**config.mk**
```make
export PLATFORM = sky130hd
export DESIGN_NAME = mcts_window
export DESIGN_NICKNAME = d
export VERILOG_FILES = /design/src/hw/rtl/mcts_pkg.sv /design/src/hw/rtl/mcts_window.sv
export SDC_FILE = /design/constraint.sdc
export NUM_CORES = 1
export LEC_CHECK = 0
export BUFFER_PORTS_ARGS = -buffer_cell sky130_fd_sc_hd__buf_2
export CORE_UTILIZATION = 35
export DETAILED_ROUTE_END_ITERATION = 16
export PLACE_DENSITY = 0.58
export SYNTH_ARGS = -nofsm -noshare
export SYNTH_HDL_FRONTEND = slang
export SYNTH_SLANG_ARGS = --single-unit
```
**constraint.sdc**
```tcl
create_clock -name clk -period 3.4 [get_ports clk]
set_clock_uncertainty 0.05 [all_clocks]
set_input_delay 0.34 -clock clk [delete_from_list [all_inputs] [get_ports clk]]
set_output_delay 0.34 -clock clk [all_outputs]
set_load 0.005 [all_outputs]
```
**src/hw/rtl/mcts_pkg.sv**
```systemverilog
// ----------------------------------------------------------------------------
// mcts_pkg
// Shared constants and types of the MIPS call target scanner: table sizing,
// instruction decode masks and the structs passed between its modules.
// ----------------------------------------------------------------------------
package mcts_pkg;

	localparam int unsigned TABLE_DEPTH = 256;
	localparam int unsigned IDX_W       = $clog2(TABLE_DEPTH);
	localparam int unsigned CNT_W       = IDX_W + 1;

	localparam logic [31:0] LUI_MASK    = 32'hFFE0_0000;
	localparam logic [31:0] LUI_CODE    = 32'h3C00_0000;
	localparam logic [31:0] JR_MASK     = 32'hFC1F_FFFF;
	localparam logic [31:0] JR_CODE     = 32'h0000_0008;
	localparam logic [31:0] REGION_MASK = 32'hF000_0000;
	localparam logic [5:0]  OP_JAL      = 6'd3;
	localparam logic [5:0]  OP_ADDIU    = 6'd9;

	// Up to two targets found on one instruction word, in report order.
	typedef struct packed {
		logic [1:0]  cnt;
		logic [31:0] t0;
		logic [31:0] t1;
	} cand_t;

	// Lookup request to the table search unit.
	typedef struct packed {
		logic        start;
		logic [31:0] target;
	} srch_req_t;

	// Lookup answer; is_new and full hold until the next answer.
	typedef struct packed {
		logic done;
		logic is_new;
		logic full;
	} srch_rsp_t;

endpackage

```
**src/hw/rtl/mcts_window.sv**
```systemverilog
// ----------------------------------------------------------------------------
// mcts_window
// Word window and address tracker. On each accepted word it registers the
// targets that the word produces and then shifts the word into the window.
// ----------------------------------------------------------------------------
module mcts_window import mcts_pkg::*; (
	input  logic        clk,
	input  logic        arst_n,
	input  logic        cfg_wr_en,
	input  logic [31:0] cfg_wr_data,
	input  logic        accept,
	input  logic [31:0] instr_word,
	input  logic        first_word,
	output cand_t       cand
);

	logic [31:0] win_q [3];
	logic [1:0]  fill_q;
	logic [31:0] addr_q;
	logic [31:0] base_q;
	cand_t       cand_q;

	logic [31:0] addr_eff;
	logic        jal;
	logic [31:0] jal_t;
	logic [4:0]  r4;
	logic [4:0]  r3;
	logic        lj4;
	logic        lj3;
	logic [31:0] lt4;
	logic [31:0] lt3;
	cand_t       cand_d;

	function automatic logic is_lui(input logic [31:0] w);
		return (w & LUI_MASK) == LUI_CODE;
	endfunction

	function automatic logic is_addiu_on(input logic [31:0] w, input logic [4:0] r);
		return (w[31:26] == OP_ADDIU) && (w[25:21] == r);
	endfunction

	function automatic logic is_jr_on(input logic [31:0] w, input logic [4:0] r);
		return ((w & JR_MASK) == JR_CODE) && (w[25:21] == r);
	endfunction

	always_comb begin
		addr_eff = first_word ? base_q : addr_q;
		jal      = instr_word[31:26] == OP_JAL;
		jal_t    = (addr_eff & REGION_MASK) + {4'b0000, instr_word[25:0], 2'b00};
		r4       = win_q[2][20:16];
		r3       = win_q[1][20:16];
		// A flagged first word empties the window, so no pattern can close on it.
		lj4 = !first_word && (fill_q == 2'd3) && is_lui(win_q[2])
			&& !is_addiu_on(win_q[1], r4) && is_addiu_on(win_q[0], r4)
			&& is_jr_on(instr_word, r4);
		lj3 = !first_word && (fill_q >= 2'd2) && is_lui(win_q[1])
			&& is_addiu_on(win_q[0], r3) && is_jr_on(instr_word, r3);
		lt4 = {win_q[2][15:0], win_q[0][15:0]};
		lt3 = {win_q[1][15:0], win_q[0][15:0]};

		cand_d.cnt = 2'd0;
		cand_d.t0  = '0;
		cand_d.t1  = '0;
		if (first_word) begin
			cand_d.t0  = base_q;
			cand_d.cnt = 2'd1;
		end
		if (jal) begin
			if (first_word) begin
				cand_d.t1 = jal_t;
			end else begin
				cand_d.t0 = jal_t;
			end
			cand_d.cnt = cand_d.cnt + 2'd1;
		end else begin
			if (lj4) begin
				cand_d.t0  = lt4;
				cand_d.cnt = 2'd1;
			end
			if (lj3) begin
				if (lj4) begin
					cand_d.t1 = lt3;
				end else begin
					cand_d.t0 = lt3;
				end
				cand_d.cnt = cand_d.cnt + 2'd1;
			end
		end
	end

	always_ff @(posedge clk or negedge arst_n) begin
		if (!arst_n) begin
			win_q[0] <= '0;
			win_q[1] <= '0;
			win_q[2] <= '0;
			fill_q   <= 2'd0;
			addr_q   <= '0;
			base_q   <= '0;
		end else begin
			if (cfg_wr_en) begin
				base_q <= cfg_wr_data;
			end
			if (accept) begin
				win_q[0] <= instr_word;
				win_q[1] <= first_word ? 32'd0 : win_q[0];
				win_q[2] <= first_word ? 32'd0 : win_q[1];
				if (first_word) begin
					fill_q <= 2'd1;
				end else if (fill_q != 2'd3) begin
					fill_q <= fill_q + 2'd1;
				end
				addr_q <= addr_eff + 32'd4;
			end
		end
	end

	always_ff @(posedge clk) begin
		if (accept) begin
			cand_q <= cand_d;
		end
	end

	assign cand = cand_q;

endmodule

```
# Word level (Yosys, flattened, before mapping)
# Index checks and enable logic that the tools add are counted.
# totals
register_bits	228
in_bits	69
output_inout_bits	66
elab_cells	60
# op_classes
add_sub_neg	5
n_lt_le_gt_ge	1
eq_ne	13
n_mux	14
n_reduce_logical	18
# op_table
op	count
2-to-1 mux 32 bit	7
2-to-1 mux 66 bit	2
2-to-1 mux 33 bit	2
2-to-1 mux 34 bit	1
adder 32 x 28 -> 32 bit	1
adder 32 x 3 -> 32 bit, second input constant	1
equality test 27 x 4 -> 1 bit, second input constant	1
equality test 5 bit	5
equality test 11 x 9 -> 1 bit, second input constant	2
logical AND 1 bit	14
equality test 6 x 4 -> 1 bit, second input constant	2
equality test 6 x 2 -> 1 bit, second input constant	1
adder 2 x 1 -> 2 bit, second input constant	2
2-to-1 mux 2 bit	2
adder 1 x 1 -> 2 bit, second input constant	1
equality test 2 bit, second input constant	1
>= comparator 2 bit, second input constant	1
logical NOT 1 bit	2
!= test 2 bit, second input constant	1
AND reduction 2 bit	1
nonzero test 2 bit	1

# Longest topological paths before layout
# Gate-level depths: netlist of the first run.
# logic_depth
word_depth	11
depth_mapped	15
ltp_nobuf	9

# Least setup slack after synthesis of the first run
# OpenSTA, ideal clock, no wires.
# synth_timing
kind	input port to flip-flop
start	input first_word
end	register addr_q[22]
setup_time_ns	0.146
arrival_ns	3.270
required_ns	3.204
slack_ns	-0.065
cell_stages	15
path_buffers	6
path_cell_list	buf_6 -> buf_4 -> buf_2 -> buf_2 -> buf_1 -> clkbuf_1 -> nand2_1 -> o21ai_0 -> ha_1 -> inv_1 -> a2111oi_4 -> nand2_2 -> nor3_1 -> mux2i_1 -> o221ai_1
# synth_between
elab_chain_len	2
# synth_lines
item	line_no	source
from (decl)	mcts_window.sv:13	input logic first_word,
2-to-1 mux 32 bit	mcts_window.sv:47	addr_eff = first_word ? base_q : addr_q;
adder 32 x 3 -> 32 bit	mcts_window.sv:112	addr_q <= addr_eff + 32'd4;
to (signal assigned)	mcts_window.sv:112	
to (decl)	mcts_window.sv:19	logic [31:0] addr_q;
# No other way between the ends.
# A chain may end at the register's enable or synchronous reset.

==> impl_results.md, run 1 <==
* Status: finished clean
* Internal power at 0.00527 W
* Highest metal used: met5
* Multi-input gate area at 4960 um2
* CTS Buf Count at 26
* Routed via count at 8457
* Synth Warn # at 0
* I/O Buffers at 134
* Dpl hpwl at 21100 um
* Synth top cells by count: dfrtp_1, mux2_2, edfxtp_1, nor2b_1, a31o_2
* Global placer's final weighted congestion at 0.810
* WHS Path Cells at 2
* Slew @ Worst Pin at 0.811 ns
* DRC viols at 0
* Worst VDD drop at 0.301 mV
* Comb pwr share at 0.138
* Die H at 182 um
* CTS tree: done
* Vias in the first global route at 8194
* Share of post-route cells with drive strength above 1 at 0.318
* Vias per inst at 5.37
* CTS Root Cell: clkbuf_16
* Syn Area/Cell at 11.7 um2
* Critical Path AT at 3.07 ns
* Final worst path period need at 2.77 ns
* Reg area at 5990 um2
* Pre-antenna DRT Iters at 5
* Worst Path Required at 3.70 ns
* Cell breakdown of the critical path: nor4_1, nand4_1, or4_1, nor2_2, buf_4, a22oi_1, o31ai_1
* Fin crit share at 0.814
* Max_cap viols at 0
* DR WL met3 at 1830 um
* Register area share after synthesis at 0.526
* Die Area at 33200 um2
* Final ANT Viol Nets at 0
* Drt total wl at 31200 um
* Worst r2r path cells at 7
* Slowest stage delay, CP at 0.74 ns
* Worst setup EP type: flip-flop
* CP top delay family: simple AND/OR/NAND/NOR gates
* RSZ-0062 raised after global routing: false
* Initial antenna violation count at 1
* Clk slew on worst S/H paths at 0.06 ns
* Crit. path cell count at 7
* Fmax at 361 MHz
* Clk_lat worst skew at 0.53 ns
* Post-synth EDFFs at 66
* Bufs on Longest Clock Path at 3
* Routed met1 length at 14800 um
* Startpoint Class: flip-flop
* Place WS at 0.376 ns
* Max-slew violation count at 0
* Power share of the sequential group at 0.468
* GRT Util Overall at 0.190
* Core Area at 31800 um2
* Clk sinks at 226
* Final Worst Setup Slack at 0.632 ns
* Sw Ratio at 0.266
* Wirelength per Cell at 19.8 um
* Area Overhead vs Synth at 20.5%
* Mapped Area at 11400 um2
* Top-count cell post-synth: dfrtp_1
* P_leak at 5.76 nW
* Crit Path Max Fanout at 12
* Post-synth top area share at 0.352
* Post-Syn Nets at 1042
* Initial DRC Count at 588
* Setup Fix Bufs, Post-CTS at 0
* IO Pins at 135
* Fin nets at 1192
* Fillers at 3015
* Prevailing post-synth register cell: dfrtp_1
* Htree depth at 1
* DR WL met2 at 13900 um
* Flops & latches, synth at 226
* Critical path class: reg -> reg
* Setup violations, final at 0
* Cells after Synth at 969
* Final setup TNS at 0 ns
* First-pass GRT wire length at 49000 um
* Worst Path Buf+Inv at 1
* Rel. slew slack at 0.459
* Pin count of the biggest net entering global routing at 144
* Die width at 182 um
* Initial Utilization at 0.358
* N_diodes at 0
* Hold Buf Count CTS at 31
* Final Hold Viols at 0
* FP Rows at 65
* Power Dens Cells at 524 nW/um2
* GRT overflow at 0
* Switching power at 0.00191 W
* Synth unique cells at 73
* Worst hold path type: in -> reg
* Slowest-stage cell, CP: or4_1
* Clk pwr share at 0.394
* Dominant cells by area after synthesis: dfrtp_1, edfxtp_1, mux2_2
* Post-cts gate resize count at 0
* Async S/R FF share, synth at 0.708
* Largest area contributor in the netlist: dfrtp_1
[layout by cell type (no fill, tap or decap), types with 20 or more instances in the layout]
| cell type | instances |
|---|---|
| buf_2 | 131 |
| clkbuf_16 | 27 |
| mux2_2 | 83 |
| o21ai_0 | 31 |
| a31o_2 | 55 |
| inv_1 | 34 |
| nor2_1 | 29 |
| nor2b_1 | 60 |
| buf_4 | 21 |
| nand2_1 | 34 |
| mux2i_1 | 24 |
| xnor2_1 | 20 |
| nand3_1 | 28 |
| dfrtp_1 | 160 |
| edfxtp_1 | 66 |
| a22o_1 | 42 |
| dlygate4sd3_1 | 31 |
| a21oi_1 | 43 |
[cell type report]
cell class,count,area share
flip-flops and latches,226,0.436
multi-input cells,641,0.362
repair buffers,189,0.0896
clock buffers,35,0.0522
well taps,435,0.0397
clock inverters,13,0.0104
inverters,35,0.00958
[sequential cells by signal, summed over array words and instances (netlist names)]
signal,flops
cand,66
win_q,38
base_q,32
lt3,32
addr_q,30
lt4,16
r3,5
r4,5
fill_q,2
[power by group through the flow]
stage          clock (W)  combinational [W]  sequential (W)
6_report         0.00283           0.000991         0.00336
5_1_grt          0.00299            0.00110         0.00340
4_1_cts          0.00289            0.00100         0.00336
3_5_place_dp           0           0.000968         0.00340
3_3_place_gp           0           0.000949         0.00340
2_1_floorplan          0           0.000661         0.00331
[cells by family (layout without fill, tap and decap cells)]
group | count (synthesis) | after routing | share of synthesized area
compound gates | 258 | 258 | 0.175
simple gates | 242 | 242 | 0.130
flops | 226 | 226 | 0.526
mux | 107 | 107 | 0.103
buf+inv | 102 | 272 | 0.0387
xor+xnor | 30 | 30 | 0.0231
fa+ha+maj | 4 | 4 | 0.00440
[stage by stage]
stage                util  instances  hold slack, ns  instance area (um2)  total power, W
floorplan               -        969        -0.00559                11400         0.00397
global placement    0.394       1495           0.381                12500         0.00435
detailed placement  0.394       1495           0.380                12500         0.00437
CTS                 0.431       1574         0.00116                13700         0.00725
global route        0.431       1574          0.0107                13700         0.00750
finish              0.431       1574         0.00966                13700         0.00718
[final timing paths]
check / start / slack (ns) / to
max: win_q[94] / 0.63 / cand[62]
min: cfg_wr_data[25] / 0.01 / base_q[25]
max reg2reg: win_q[94] / 0.63 / cand[62]
min reg2reg: addr_q[30] / 0.45 / addr_q[30]
max in group asynchronous: arst_n / 1.99 / base_q[31]
min in group asynchronous: arst_n / 0.35 / win_q[88]
[metal layers]
layer	GRT usage	vias to the layer above
li1	-	3954
met3	0.0295	44
met1	0.277	4162
met2	0.293	295
met5	0	-
met4	0.0508	2
Power figures use the tool's default switching activity.
==> inputs of run 2 (changes only) <==
- PLACE_DENSITY: 0.58 -> 0.59
- clock period: 3.4 -> 2.5 ns (I/O delays scaled with it)
==> impl_results.md, run 2 (same netlist as run 1, synthesis figures left out) <==
* Status: finished with violations (was finished clean)
* Failing checks: setup timing
* Dpl hpwl at 23300 um (was 21100 um)
* Wirelength per Cell at 19.7 um (was 19.8 um)
* P_leak at 6.40 nW (was 5.76 nW)
* Drt total wl at 33200 um (was 31200 um)
* IO Pins at 135 (unchanged)
* Critical Path AT at 2.86 ns (was 3.07 ns)
* Clk slew on worst S/H paths at 0.06 ns (about the same)
* Pin count of the biggest net entering global routing at 117 (was 144)
* Max reg flops at 66 (unchanged)
* Most common cell after layout, fill and taps aside: dfrtp_1 (unchanged)
* Commonest non-fill, non-tap cells in the layout: dfrtp_1, buf_2, buf_4 (was dfrtp_1, buf_2, mux2_2)
* Die Area at 33200 um2 (unchanged)
* FP Rows at 65 (unchanged)
* GRT overflow at 0 (unchanged)
* Clk_lat worst skew at 0.55 ns (was 0.53 ns)
* Initial antenna violation count at 0 (was 1)
* Worst Path Required at 2.86 ns (was 3.70 ns)
* CP top delay family: simple AND/OR/NAND/NOR gates (unchanged)
* I/O Buffers at 134 (unchanged)
* Final Worst Setup Slack at -0.000889 ns (was 0.632 ns)
* Core Area at 31800 um2 (unchanged)
* Clk sinks at 226 (unchanged)
* CTS tree: done (unchanged)
* N_diodes at 0 (unchanged)
* Area Overhead vs Synth at 30.2% (was 20.5%)
* Routed via count at 8884 (was 8457)
* Cell breakdown of the critical path: nor4_2, buf_4, nand4_1, or4_4, buf_4, nor3_4, buf_6, buf_6, buf_6, a22o_1 (was nor4_1, nand4_1, or4_1, nor2_2, buf_4, a22oi_1, o31ai_1)
* Rel. slew slack at 0.402 (was 0.459)
* Power Dens Cells at 673 nW/um2 (was 524 nW/um2)
* Vias in the first global route at 8696 (was 8194)
* Final worst path period need at 2.50 ns (was 2.77 ns)
* CTS Buf Count at 26 (unchanged)
* Tot Pwr at 0.00997 W (was 0.00718 W)
* Worst path most repeated cell: buf_6
* Worst Path Buf+Inv at 5 (was 1)
* Startpoint Class: flip-flop (unchanged)
* Global placer's final weighted congestion at 0.818 (was 0.810)
* Worst hold path type: in -> reg (unchanged)
* Pre-antenna DRT Iters at 9 (was 5)
* Die width at 182 um (unchanged)
* Die H at 182 um (unchanged)
* Crit Path Max Fanout at 5 (was 12)
* Share of post-route cells with drive strength above 1 at 0.390 (was 0.318)
* Worst VDD drop at 0.473 mV (was 0.301 mV)
* Initial DRC Count at 755 (was 588)
* Slowest-stage cell, CP: or4_4 (was or4_1)
* Setup violations, final at 1 (was 0)
* Critical path class: reg -> reg (unchanged)
* WHS at 0.0171 ns (was 0.00966 ns)
* RSZ-0062 raised after global routing: true (was false)
* Final Hold Viols at 0 (unchanged)
* Worst setup EP type: flip-flop (unchanged)
* Slowest stage delay, CP at 0.56 ns (was 0.74 ns)
* Place WS at -0.148 ns (was 0.376 ns)
* Vias per inst at 5.28 (was 5.37)
* Fin crit share at 1.00 (was 0.814)
* DRC viols at 0 (unchanged)
* Final ANT Viol Nets at 0 (unchanged)
* Htree depth at 1 (unchanged)
* Slew @ Worst Pin at 0.895 ns (was 0.811 ns)
* First-pass GRT wire length at 51300 um (was 49000 um)
* Bufs on Longest Clock Path at 3 (unchanged)
* GRT Util Overall at 0.199 (was 0.190)
* Fmax at 400 MHz (was 361 MHz)
* Initial Utilization at 0.358 (unchanged)
* Max_cap viols at 0 (unchanged)
* CTS Root Cell: clkbuf_16 (unchanged)
* Core Util, Final at 0.466 (was 0.431)
* Max-slew violation count at 0 (unchanged)
* Fin nets at 1300 (was 1192)
-- run 2: cell count changes in the layout (fill, tap and decap cells not counted), moves of 2 or more --
cell / delta
nor3_4: +3
clkbuf_1: -3
nor4_2: +3
clkbuf_8: +5
nor4_1: -3
a211oi_2: +10
buf_4: +81
buf_6: +11
dlygate4sd3_1: +8
buf_12: +5
a211oi_1: -10
nor3_1: -2
buf_8: +3
-- run 2: report_power, final --
group | leakage, nW | switching, W | internal [W]
Combinational | 3.35 | 0.000784 | 0.000778
Clock | 0.430 | 0.00157 | 0.00230
Sequential | 2.63 | 0.000347 | 0.00419
Total | 6.40 | 0.00270 | 0.00727
-- run 2: worst min-delay path, delay by kind of cell --
kind                   cells  cell delay (ns)
multiplexers               1             0.13
buffers and inverters      2             0.19
-- run 2: final timing paths --
path / depth (start not counted) / to / start / slack (ns)
max: 10 / cand[25] / win_q[95] / -0.0009
max reg2reg: 10 / cand[25] / win_q[95] / -0.0009
min: 3 / win_q[92] / instr_word[28] / 0.02
min reg2reg: 1 / addr_q[10] / addr_q[10] / 0.45
max in group asynchronous: 3 / addr_q[4] / arst_n / 1.43
min in group asynchronous: 2 / win_q[86] / arst_n / 0.18
-- run 2: per-stage QoR --
stage          setup TNS [ns]  cell area, um2  cells
3_3_place_gp            -1.56           13300   1584
6_report            -0.000889           14800   1682
2_1_floorplan           -1.83           11500    969
3_5_place_dp            -4.24           13300   1584
4_1_cts                 -1.57           14700   1678
5_1_grt                 -4.53           14800   1682
-- run 2: layout make-up --
| cell class | count | area [um2] |
|---|---|---|
| clock buffer | 36 | 748 |
| clock inverter | 12 | 125 |
| fill | 2927 | 17000 |
| inverter | 35 | 131 |
| multi-input combinational | 641 | 5090 |
| sequential | 226 | 5990 |
| tap | 435 | 544 |
| timing repair buffer | 297 | 2190 |
-- run 2: repair_timing --
item / in CTS / in global routing
setup endpoints to repair: 55 / 56
cloned: 1 / 1
gates resized for setup: 20 / 18
setup buffers: 7 / 4
hold buffers: 39 / 0
endpoints found under the hold margin: 89 / 0
pin swaps: 30 / 16
-- run 2: metal layers --
layer | vias to the layer above | GRT usage | wire length (um)
met2 | 241 | 0.317 | 15400
met5 | - | 0 | 0
met3 | 43 | 0.0222 | 1440
met4 | 0 | 0.0622 | 943
li1 | 4159 | - | -
met1 | 4441 | 0.285 | 15400
==> inputs of run 3 (changes only) <==
- ABC_AREA: not set -> 1
- RECOVER_POWER: not set -> 100
==> impl_results.md, run 3 <==
* Syn Area/Cell at 8.43 um2 (was 11.7 um2)
* Core Area at 31500 um2 (was 31800 um2)
* Worst hold path type: in -> reg (unchanged)
* Synth unique cells at 37 (was 73)
* Worst VDD drop at 0.681 mV (was 0.473 mV)
* Post-Syn Nets at 1399 (was 1042)
* Max_cap viols at 1 (was 0)
* Non-filler instance count after layout at 1947 (was 1682)
* Status: finished with violations (unchanged)
* Crit Path Max Fanout at 10 (was 5)
* Die H at 181 um (was 182 um)
* FP Rows at 65 (unchanged)
* Post-synth EDFFs at 66 (unchanged)
* Power Dens Cells at 695 nW/um2 (was 673 nW/um2)
* Final setup TNS at 0 ns (was -0.000889 ns)
* Final ANT Viol Nets at 0 (unchanged)
* Async S/R FF share, synth at 0.708 (unchanged)
* Mapped Area at 11200 um2 (was 11400 um2)
* IO Pins at 135 (unchanged)
* Pre-antenna DRT Iters at 5 (was 9)
* Rel. slew slack at -0.283 (was 0.402)
* Clk_lat worst skew at 0.54 ns (was 0.55 ns)
* Pin count of the biggest net entering global routing at 135 (was 117)
* Prevailing post-synth register cell: dfrtp_1 (unchanged)
* Flops & latches, synth at 226 (unchanged)
* CTS tree: done (unchanged)
* Dominant cells by area after synthesis: dfrtp_1, edfxtp_1, nand2_1 (was dfrtp_1, edfxtp_1, mux2_2)
* First-pass GRT wire length at 54300 um (was 51300 um)
* P_leak at 6.28 nW (was 6.40 nW)
* Worst setup EP type: flip-flop (unchanged)
* Post-cts gate resize count at 0 (was 20)
* Startpoint Class: flip-flop (unchanged)
* RSZ-0062 raised after global routing: false (was true)
* DRC viols at 0 (unchanged)
* Max reg flops at 66 (unchanged)
* Synth top cells by count: nand2_1, dfrtp_1, inv_1, o21ai_0, nor2_1 (was dfrtp_1, mux2_2, edfxtp_1, nor2b_1, a31o_2)
* Register area share after synthesis at 0.536 (was 0.526)
* Vias per inst at 4.94 (was 5.28)
* Htree depth at 1 (unchanged)
* Final Hold Viols at 0 (unchanged)
* Die width at 181 um (was 182 um)
* Drt total wl at 34700 um (was 33200 um)
* Synth Warn # at 0 (unchanged)
* Most common cell after layout, fill and taps aside: nand2_1 (was dfrtp_1)
* Final worst path period need at 2.34 ns (was 2.50 ns)
* Die Area at 32600 um2 (was 33200 um2)
* Max-slew violation count at 35 (was 0)
* Setup violations, final at 0 (was 1)
* Clk slew on worst S/H paths at 0.06 ns (about the same)
* Largest area contributor in the netlist: dfrtp_1 (unchanged)
* Tot Pwr at 0.00959 W (was 0.00997 W)
* Worst Path Required at 2.76 ns (was 2.86 ns)
* Top-count cell post-synth: nand2_1 (was dfrtp_1)
* GRT overflow at 0 (unchanged)
* I/O Buffers at 134 (unchanged)
* Dpl hpwl at 24700 um (was 23300 um)
* Fin crit share at 0.936 (was 1.00)
* Initial DRC Count at 952 (was 755)
* Wirelength per Cell at 17.8 um (was 19.7 um)
* Fmax at 427 MHz (was 400 MHz)
* Area Overhead vs Synth at 23.5% (was 30.2%)
* Initial Utilization at 0.355 (was 0.358)
* Commonest non-fill, non-tap cells in the layout: nand2_1, dfrtp_1, inv_1 (was dfrtp_1, buf_2, buf_4)
* CTS Root Cell: clkbuf_16 (unchanged)
* GRT Util Overall at 0.214 (was 0.199)
* Share of post-route cells with drive strength above 1 at 0.148 (was 0.390)
* Routed via count at 9615 (was 8884)
* Critical path class: reg -> reg (unchanged)
* Initial antenna violation count at 1 (was 0)
* Fin nets at 1597 (was 1300)
* Vias in the first global route at 9381 (was 8696)
* Global placer's final weighted congestion at 0.935 (was 0.818)
* Failing checks: capacitance limit, slew limit (was setup timing)
* Post-synth top area share at 0.358 (was 0.352)
* Core Util, Final at 0.438 (was 0.466)
* Cells after Synth at 1326 (was 969)
* Slew @ Worst Pin at 1.92 ns (was 0.895 ns)
* Clk sinks at 226 (unchanged)
* CTS Buf Count at 26 (unchanged)
* Critical Path AT at 2.60 ns (was 2.86 ns)
* WHS at 0.205 ns (was 0.0171 ns)
* Bufs on Longest Clock Path at 3 (unchanged)
* Placed cell count at 1833 (was 1584)
==> run 3: critical path: stages (launching register included) <==
cell and delay, ns:
dfrtp_1 0.39, ha_1 0.24, nand2_1 0.13, nor2_1 0.11, nand2_1 0.05, nor2_1 0.09, nand2_1 0.07, nor2_2 0.16
nand2_2 0.14, nor2_4 0.12, inv_1 0.19, o21ai_1 0.36
==> run 3: stage by stage <==
stage	area (um2)	setup WS, ns
final	13800	0.160
after detailed placement	12300	0.211
after global placement	12300	0.261
after floorplan	11200	0.464
after global routing	13800	0.0184
after CTS	13900	0.197
==> run 3: worst paths after layout <==
kind / from / endpoint / slack, ns / cells past startpoint
min in group asynchronous: arst_n / fill_q[1] / 0.47 / 2
worst max register to register: fill_q[1] / cand[15] / 0.16 / 11
max in group asynchronous: arst_n / base_q[27] / 0.52 / 3
worst max-delay path: fill_q[1] / cand[15] / 0.16 / 11
worst min-delay path: first_word / cand[35] / 0.20 / 3
worst min register to register: addr_q[30] / addr_q[30] / 0.43 / 2
==> run 3: timing repair <==
action	in CTS	in global routing
hold buffers	65	0
setup buffers	0	0
hold endpoints to repair	105	0
==> run 3: power by group <==
group          internal [W]  switching (W)  leakage [nW]  total, W
registers           0.00414       0.000181          2.67   0.00433
clock network       0.00246        0.00156         0.449   0.00401
logic              0.000463       0.000792          3.16   0.00125
==> run 3: final cells by class <==
type / count / area [um2]
Antenna cell: 1 / 2.50
Clock buffer: 39 / 813
Fill cell: 3079 / 17700
Tap cell: 402 / 503
Inverter: 163 / 612
Clock inverter: 9 / 108
Timing Repair Buffer: 225 / 1510
Multi-Input combinational cell: 882 / 4260
Sequential cell: 226 / 5990
==> run 3: cell families after synthesis <==
logic type | synth area share
AO/OA/AOI/OAI | 0.109
XOR/XNOR | 0.0125
adder cells (fa/ha/maj) | 0.00448
buffers and inverters | 0.0789
flip-flops | 0.536
multiplexers | 0.0302
AND/OR/NAND/NOR | 0.230
==> run 3: per-layer routing <==
layer,vias up,share of wire,global-route usage
met5,-,0,0
met4,0,0.026,0.0571
met3,44,0.067,0.0333
met2,323,0.43,0.324
met1,4555,0.47,0.317
li1,4693,-,-
